$ cat config.mk
export PLATFORM = sky130hd
export DESIGN_NAME = vpa_ctrl
export DESIGN_NICKNAME = d
export VERILOG_FILES = /design/src/hdl/vpa_pkg.sv /design/src/hdl/vpa_ctrl.sv
export SDC_FILE = /design/constraint.sdc
export NUM_CORES = 1
export LEC_CHECK = 0
export ABC_AREA = 1
export BUFFER_PORTS_ARGS = -buffer_cell sky130_fd_sc_hd__buf_2
export CAP_MARGIN = 10
export CORE_MARGIN = 2
export CORE_UTILIZATION = 30
export DETAILED_ROUTE_END_ITERATION = 8
export SLEW_MARGIN = 10
export SYNTH_ARGS = -nofsm -noshare
export SYNTH_HDL_FRONTEND = slang
export SYNTH_SLANG_ARGS = --single-unit
$ cat constraint.sdc
create_clock -name i_clk -period 8.22 [get_ports i_clk]
set_input_delay 2.466 -clock i_clk [delete_from_list [all_inputs] [get_ports i_clk]]
set_output_delay 2.466 -clock i_clk [all_outputs]
set_load 0.05 [all_outputs]
$ cat src/hdl/vpa_pkg.sv
package vpa_pkg;

    // Default sizes of the segment table and the fields.
    localparam int MAX_SEGMENTS_DEF = 64;
    localparam int ADDR_BITS_DEF    = 32;
    localparam int ID_BITS_DEF      = 16;
    localparam int CNT_BITS         = 32;
    localparam longint MEM_SIZE_RST = 65536;

    // Configuration register indexes.
    localparam logic REG_FIT_STRATEGY = 1'b0;
    localparam logic REG_MEMORY_SIZE  = 1'b1;

    // Fit strategy codes.
    localparam logic [1:0] FIT_FIRST = 2'd0;
    localparam logic [1:0] FIT_BEST  = 2'd1;
    localparam logic [1:0] FIT_WORST = 2'd2;

    // Opcodes.
    localparam logic OP_ALLOC = 1'b0;
    localparam logic OP_FREE  = 1'b1;

    // Result status codes.
    localparam logic [2:0] ST_ALLOCATED  = 3'd0;
    localparam logic [2:0] ST_NO_FIT     = 3'd1;
    localparam logic [2:0] ST_FREED      = 3'd2;
    localparam logic [2:0] ST_BAD_ID     = 3'd3;
    localparam logic [2:0] ST_TABLE_FULL = 3'd4;

    // Table write data selects.
    localparam logic [2:0] WSEL_COPY   = 3'd0;
    localparam logic [2:0] WSEL_ALLOC  = 3'd1;
    localparam logic [2:0] WSEL_REMAIN = 3'd2;
    localparam logic [2:0] WSEL_MERGE  = 3'd3;
    localparam logic [2:0] WSEL_INIT   = 3'd4;

    // Commands from the controller to the datapath.
    typedef struct packed {
        logic       init;
        logic       latch;
        logic       scan;
        logic       rd_en;
        logic       wr_en;
        logic [2:0] wr_sel;
        logic       load;
        logic [2:0] status;
    } t_cmd;

    // Status from the datapath to the controller.
    typedef struct packed {
        logic is_free;
        logic pick_vld;
        logic split;
        logic hit_vld;
        logic left_free;
        logic right_free;
        logic out_free;
    } t_stat;

endpackage

$ cat src/hdl/vpa_ctrl.sv
module vpa_ctrl #(
    parameter int MAX_SEGMENTS = 64,
    parameter int IDX_W        = 6,
    parameter int CNT_W        = 7
) (
    input  logic              i_clk,
    input  logic              i_rst_n,
    input  logic              i_valid,
    output logic              o_ready,
    input  logic              i_rebuild,
    input  vpa_pkg::t_stat    i_stat,
    input  logic [IDX_W-1:0]  i_pick_idx,
    input  logic [IDX_W-1:0]  i_hit_idx,
    output vpa_pkg::t_cmd     o_cmd,
    output logic [IDX_W-1:0]  o_rd_addr,
    output logic [IDX_W-1:0]  o_wr_addr
);
    import vpa_pkg::*;

    localparam logic [3:0] S_INIT     = 4'd0;
    localparam logic [3:0] S_IDLE     = 4'd1;
    localparam logic [3:0] S_SCAN     = 4'd2;
    localparam logic [3:0] S_DRAIN    = 4'd3;
    localparam logic [3:0] S_DECIDE   = 4'd4;
    localparam logic [3:0] S_SHIFT    = 4'd5;
    localparam logic [3:0] S_WR_REM   = 4'd6;
    localparam logic [3:0] S_WR_ALLOC = 4'd7;
    localparam logic [3:0] S_WR_MERGE = 4'd8;
    localparam logic [3:0] S_DONE     = 4'd9;

    localparam logic [CNT_W-1:0] CNT_MAX = CNT_W'(MAX_SEGMENTS);

    logic [3:0]       r_state;
    logic [3:0]       n_state;
    logic [CNT_W-1:0] r_count;
    logic [CNT_W-1:0] r_ptr;
    logic [CNT_W-1:0] r_src;
    logic [CNT_W-1:0] r_n;
    logic [1:0]       r_d;
    logic             r_up;
    logic             r_cp_vld;
    logic [IDX_W-1:0] r_cp_addr;
    logic [2:0]       r_status;

    logic [CNT_W-1:0] pick_ext;
    logic [CNT_W-1:0] hit_ext;
    logic [CNT_W-1:0] dst0;
    logic [CNT_W-1:0] src0;
    logic [1:0]       d_free;
    logic             accept;

    assign pick_ext = CNT_W'(i_pick_idx);
    assign hit_ext  = CNT_W'(i_hit_idx);
    assign d_free   = {1'b0, i_stat.left_free} + {1'b0, i_stat.right_free};
    assign dst0     = i_stat.left_free ? hit_ext : hit_ext + 1'b1;
    assign src0     = dst0 + CNT_W'(d_free);
    assign o_ready  = (r_state == S_IDLE);
    assign accept   = i_valid && o_ready;

    // Next state.
    always_comb begin
        n_state = r_state;
        case (r_state)
            S_INIT:     n_state = S_IDLE;
            S_IDLE:     n_state = accept ? S_SCAN : S_IDLE;
            S_SCAN:     n_state = (r_ptr == r_count - 1'b1) ? S_DRAIN : S_SCAN;
            S_DRAIN:    n_state = S_DECIDE;
            S_DECIDE: begin
                if (!i_stat.is_free) begin
                    if (!i_stat.pick_vld) begin
                        n_state = S_DONE;
                    end else if (i_stat.split && (r_count == CNT_MAX)) begin
                        n_state = S_DONE;
                    end else if (!i_stat.split) begin
                        n_state = S_WR_ALLOC;
                    end else begin
                        n_state = S_SHIFT;
                    end
                end else begin
                    n_state = i_stat.hit_vld ? S_SHIFT : S_DONE;
                end
            end
            S_SHIFT: begin
                if ((r_n == '0) && !r_cp_vld) begin
                    n_state = r_up ? S_WR_REM : S_WR_MERGE;
                end
            end
            S_WR_REM:   n_state = S_WR_ALLOC;
            S_WR_ALLOC: n_state = S_DONE;
            S_WR_MERGE: n_state = S_DONE;
            S_DONE:     n_state = i_stat.out_free ? S_IDLE : S_DONE;
            default:    n_state = S_INIT;
        endcase
        if (i_rebuild) begin
            n_state = S_INIT;
        end
    end

    // State, table size and the shift engine.
    always_ff @(posedge i_clk) begin
        if (!i_rst_n) begin
            r_state  <= S_INIT;
            r_count  <= CNT_W'(1);
            r_cp_vld <= 1'b0;
            r_n      <= '0;
        end else begin
            r_state  <= n_state;
            r_cp_vld <= 1'b0;
            case (r_state)
                S_INIT: r_count <= CNT_W'(1);
                S_IDLE: r_ptr <= '0;
                S_SCAN: r_ptr <= r_ptr + 1'b1;
                S_DECIDE: begin
                    if (!i_stat.is_free) begin
                        if (!i_stat.pick_vld) begin
                            r_status <= ST_NO_FIT;
                        end else if (i_stat.split && (r_count == CNT_MAX)) begin
                            r_status <= ST_TABLE_FULL;
                        end else begin
                            r_status <= ST_ALLOCATED;
                        end
                        r_up  <= 1'b1;
                        r_src <= r_count - 1'b1;
                        r_n   <= r_count - pick_ext - 1'b1;
                        r_d   <= 2'd1;
                    end else begin
                        r_status <= i_stat.hit_vld ? ST_FREED : ST_BAD_ID;
                        r_up  <= 1'b0;
                        r_src <= src0;
                        r_n   <= (r_count > src0) ? r_count - src0 : '0;
                        r_d   <= d_free;
                    end
                end
                S_SHIFT: begin
                    if (r_n != '0) begin
                        r_n       <= r_n - 1'b1;
                        r_src     <= r_up ? r_src - 1'b1 : r_src + 1'b1;
                        r_cp_vld  <= 1'b1;
                        r_cp_addr <= r_up ? IDX_W'(r_src + 1'b1)
                                          : IDX_W'(r_src - CNT_W'(r_d));
                    end
                end
                S_WR_REM:   r_count <= r_count + 1'b1;
                S_WR_MERGE: r_count <= r_count - CNT_W'(r_d);
                default: begin
                end
            endcase
        end
    end

    // Command outputs.
    always_comb begin
        o_cmd        = '0;
        o_cmd.status = r_status;
        o_rd_addr    = IDX_W'(r_ptr);
        o_wr_addr    = r_cp_addr;
        o_cmd.latch  = accept;
        case (r_state)
            S_INIT: begin
                o_cmd.init   = 1'b1;
                o_cmd.wr_en  = 1'b1;
                o_cmd.wr_sel = WSEL_INIT;
                o_wr_addr    = '0;
            end
            S_SCAN: begin
                o_cmd.scan  = 1'b1;
                o_cmd.rd_en = 1'b1;
            end
            S_SHIFT: begin
                o_cmd.rd_en  = (r_n != '0);
                o_rd_addr    = IDX_W'(r_src);
                o_cmd.wr_en  = r_cp_vld;
                o_cmd.wr_sel = WSEL_COPY;
            end
            S_WR_REM: begin
                o_cmd.wr_en  = 1'b1;
                o_cmd.wr_sel = WSEL_REMAIN;
                o_wr_addr    = IDX_W'(pick_ext + 1'b1);
            end
            S_WR_ALLOC: begin
                o_cmd.wr_en  = 1'b1;
                o_cmd.wr_sel = WSEL_ALLOC;
                o_wr_addr    = i_pick_idx;
            end
            S_WR_MERGE: begin
                o_cmd.wr_en  = 1'b1;
                o_cmd.wr_sel = WSEL_MERGE;
                o_wr_addr    = i_stat.left_free ? i_hit_idx - 1'b1 : i_hit_idx;
            end
            S_DONE: o_cmd.load = i_stat.out_free;
            default: begin
            end
        endcase
    end

`ifndef NO_ASSERTIONS
    // The table always holds at least one segment and never more than it has room for.
    a_count_range: assert property (@(posedge i_clk) disable iff (!i_rst_n)
        (r_count != '0) && (r_count <= CNT_MAX))
        else $error("segment count out of range");

    // A split only runs when there is room for the extra segment.
    a_split_room: assert property (@(posedge i_clk) disable iff (!i_rst_n)
        (r_state == S_WR_REM) |-> (r_count < CNT_MAX))
        else $error("split with a full table");

    // Copies only happen inside the shift sequence.
    a_copy_in_shift: assert property (@(posedge i_clk) disable iff (!i_rst_n)
        r_cp_vld |-> (r_state == S_SHIFT))
        else $error("table copy outside shift");

    // A full table refusal never writes the table.
    a_full_no_write: assert property (@(posedge i_clk) disable iff (!i_rst_n)
        ((r_state == S_DONE) && (r_status == ST_TABLE_FULL)) |-> !o_cmd.wr_en)
        else $error("table written on a refused request");
`endif

endmodule

==> flow_metrics.py <==
metrics = {
    "drt": {
        "drt_first_pass_iters": 5,
        "vias": 4150,
        "drtAntennaViolNets": 0,
        "drc": 0,
        "routed_via_density": 4.905,
        "wl_mm": 12.14,
        "drt-wirelength-per-cell_um": 14.35,
        "drt_iter0_drc": 227,
    },
    "synthesis": {
        "synth.area.top_cells": "edfxtp_1, nand2_1, dfxtp_1",
        "synth_top_area_share_pct": 16.98,
        "syn-num-nets": 677,
        "ys_ff_latch": 44,
        "ys.flop_type": "edfxtp_1",
        "yosysTopAreaCell": "edfxtp_1",
        "ys_warn_count": 0,
        "synth_edf_count": 25,
        "synth_area_um2": 4420,
        "synth_cells": 619,
        "synth.avg_cell_area_um2": 7.141,
        "synth_seq_area_share_pct": 25.59,
        "synth.distinct_cells": 49,
        "async_flop_share_pct": 0,
    },
    "run": {
        "cap_violations": 0,
    },
    "critical_path": {
        "crit_path_start_kind": "input port",
        "reg2reg_from": "r_state[0]",
        "worstRegToRegCells": 8,
        "cp_slowest_cell": "buf_2",
        "cp_top_family": "buffers and inverters",
        "path_cells": "buf_2, inv_2, nand2_1, nor3_1, nand3_1, a21oi_1, o21ai_0, o2111ai_1, buf_2",
        "crit_buf_inv": 3,
        "crit_type": "input port to output pin",
        "r2r_end": "r_cp_addr[3]",
        "max_stage_delay_ps": 290,
        "critPathMaxFanout": 6,
        "arrival_ps": 3760,
        "reg2reg_slack_ps": 5160,
        "crit_required_ps": 5750,
        "crit_top_cell": "buf_2",
        "crit_path_end_kind": "output pin",
    },
    "timing": {
        "period_share_pct": 75.70,
        "finalCriticalPeriod_ps": 6222,
        "fin_tns_setup_ps": 0,
        "rsz0062_at_grt": "no",
        "fmax_mhz": 160.7,
        "hold_viol": 0,
        "worstMarginPinSlew_ps": 686.8,
        "skew_ps": 11.22,
        "slew_headroom_pct": 54.04,
        "finalSetupViolCount": 0,
        "hold_slack_ps": 551.7,
        "final_max_slew_viol_count": 0,
    },
    "pwr": {
        "power_density_nw_per_um2": 120.8,
        "ir_drop_mv": 0.08128,
        "leakagePower_nw": 2.301,
    },
    "grt": {
        "antenna_found_initial": 0,
        "grt_start_max_net_pins": 24,
        "grt_pass1_wl_mm": 19.81,
        "grtUsageTotal_pct": 15.63,
        "gr-total-overflow": 0,
        "first_global_vias": 3902,
    },
    "placed_design": {
        "port_buffers": 47,
        "dp.cells": 838,
        "gp_congestion": 0.9367,
        "post_dp_cell_area_um2": 4833,
        "dp_hpwl_mm": 9.810,
    },
    "cells_and_area": {
        "area_delta_synth_final_pct": 13.50,
        "mostFrequentLayoutCell": "nand2_1",
        "drive_above_1_share_pct": 17.07,
        "utilization_pct": 34.65,
        "nets": 719,
        "antenna_cells": 0,
        "fin_cells": 846,
        "finalInstanceArea_um2": 5017,
        "final_cell_mix": "nand2_1, inv_1, nor2_1, buf_2, o21ai_0",
    },
    "floorplan": {
        "core_area_um2": 14480,
        "die_area_um2": 15720,
        "rows": 44,
        "pin_count": 48,
        "die_w_um": 125.4,
        "die_height_um": 125.4,
        "start_util_pct": 30.53,
    },
    "clock_tree": {
        "cts.sinks": 44,
        "insertion_delay_ps": 290,
        "root_buffer": "clkbuf_16",
        "cts_resized": 0,
        "post_cts_buffers": 0,
        "hold_buffers": 0,
        "cts_buffers": 5,
        "clock_tree.buffer_depth": 2,
        "htreeDepth": 2,
        "cts_tree": "done",
        "clkTransAtPathRegs_ps": 60,
    },
    "status": {
        "status": "complete, no violations",
    },
    "worst_hold_path": {
        "hold_end": "r_count[6]",
        "holdCritPathClass": "flip-flop to flip-flop",
        "hp-start": "r_count[6]",
        "hold_depth": 2,
    },
}
[flip-flops by register name, summed over array words and instances (netlist names)]
signal     count
r_count        7
r_n            7
r_ptr          7
r_cp_addr      6
r_src          6
r_state        4
r_status       3
r_d            2
r_cp_vld       1
r_up           1
[power breakdown]
group,leakage (nW),internal [mW],switching (mW)
logic,1.83,0.0385,0.0835
clock network,0.0893,0.162,0.0865
registers,0.382,0.234,0.00177
[logic make-up after synthesis]
| group | synth area share (%) |
|---|---|
| flops | 25.59 |
| fa+ha+maj | 10.76 |
| simple gates | 32.18 |
| buf+inv | 9.397 |
| xor+xnor | 5.548 |
| compound gates | 16.53 |
[worst max path at each step]
stage                       from      endpoint  slack (ps)  cells past startpoint
detailed placement  i_hit_idx[0]  o_wr_addr[5]        2010                      9
CTS                 i_hit_idx[0]  o_wr_addr[5]        2010                      9
floorplan           i_hit_idx[2]  o_wr_addr[5]        2090                      5
finish              i_hit_idx[0]  o_wr_addr[5]        2000                      9
global route        i_hit_idx[0]  o_wr_addr[5]        1800                      9
global placement    i_hit_idx[0]  o_wr_addr[5]        2020                      9
[metal layers]
layer  routed length, um  vias to the layer above  global-route usage [%]
li1                    -                     2144                       -
met1                5921                     1848                   22.55
met2                4967                      139                   23.31
met3                 954                       19                   2.995
met4                 297                        0                   5.359
met5                   0                        -                       0
[tightest hold or removal path, delay by kind of cell (launching register included)]
kind,cells,cell delay (ps)
compound gates,1,50
simple gates,1,90
flops,1,370
[cell type report]
type	instances	area, um2
Inverter	94	355.3
Timing Repair Buffer	48	242.7
Clock buffer	7	153.9
Multi-Input combinational cell	468	2874
Tap cell	184	230.2
Clock inverter	1	30.03
Fill cell	1567	9462
Sequential cell	44	1131
[synth_stat cells (2+ instances only)]
cell type,n
nand2_1,118
inv_1,90
nor2_1,60
o21ai_0,40
a21oi_1,37
ha_1,30
nand3_1,30
edfxtp_1,25
dfxtp_1,19
xor2_1,18
nor3_1,16
nand2_2,14
xnor2_1,10
clkbuf_1,8
nand3_2,8
nand4_1,7
or2_2,6
a21oi_2,5
fa_1,5
nor4_1,5
o2111ai_1,5
o21bai_2,5
a31oi_1,4
nand2_4,4
nand3b_1,4
nor2_4,4
o211ai_1,4
buf_2,3
nand3_4,3
o21bai_1,3
o31ai_1,3
a211oi_1,2
a221oi_1,2
buf_4,2
inv_2,2
nand4_2,2
nor2_2,2
o221ai_1,2
o22ai_1,2
[stage by stage]
| stage | worst slack, ps | power (mW) |
|---|---|---|
| floorplan | 2089 | 0.3298 |
| global placement | 2023 | 0.3616 |
| detailed placement | 2012 | 0.3613 |
| CTS | 2005 | 0.6088 |
| global route | 1801 | 0.6315 |
| finish | 1998 | 0.6059 |
Power figures use the tool's default switching activity.
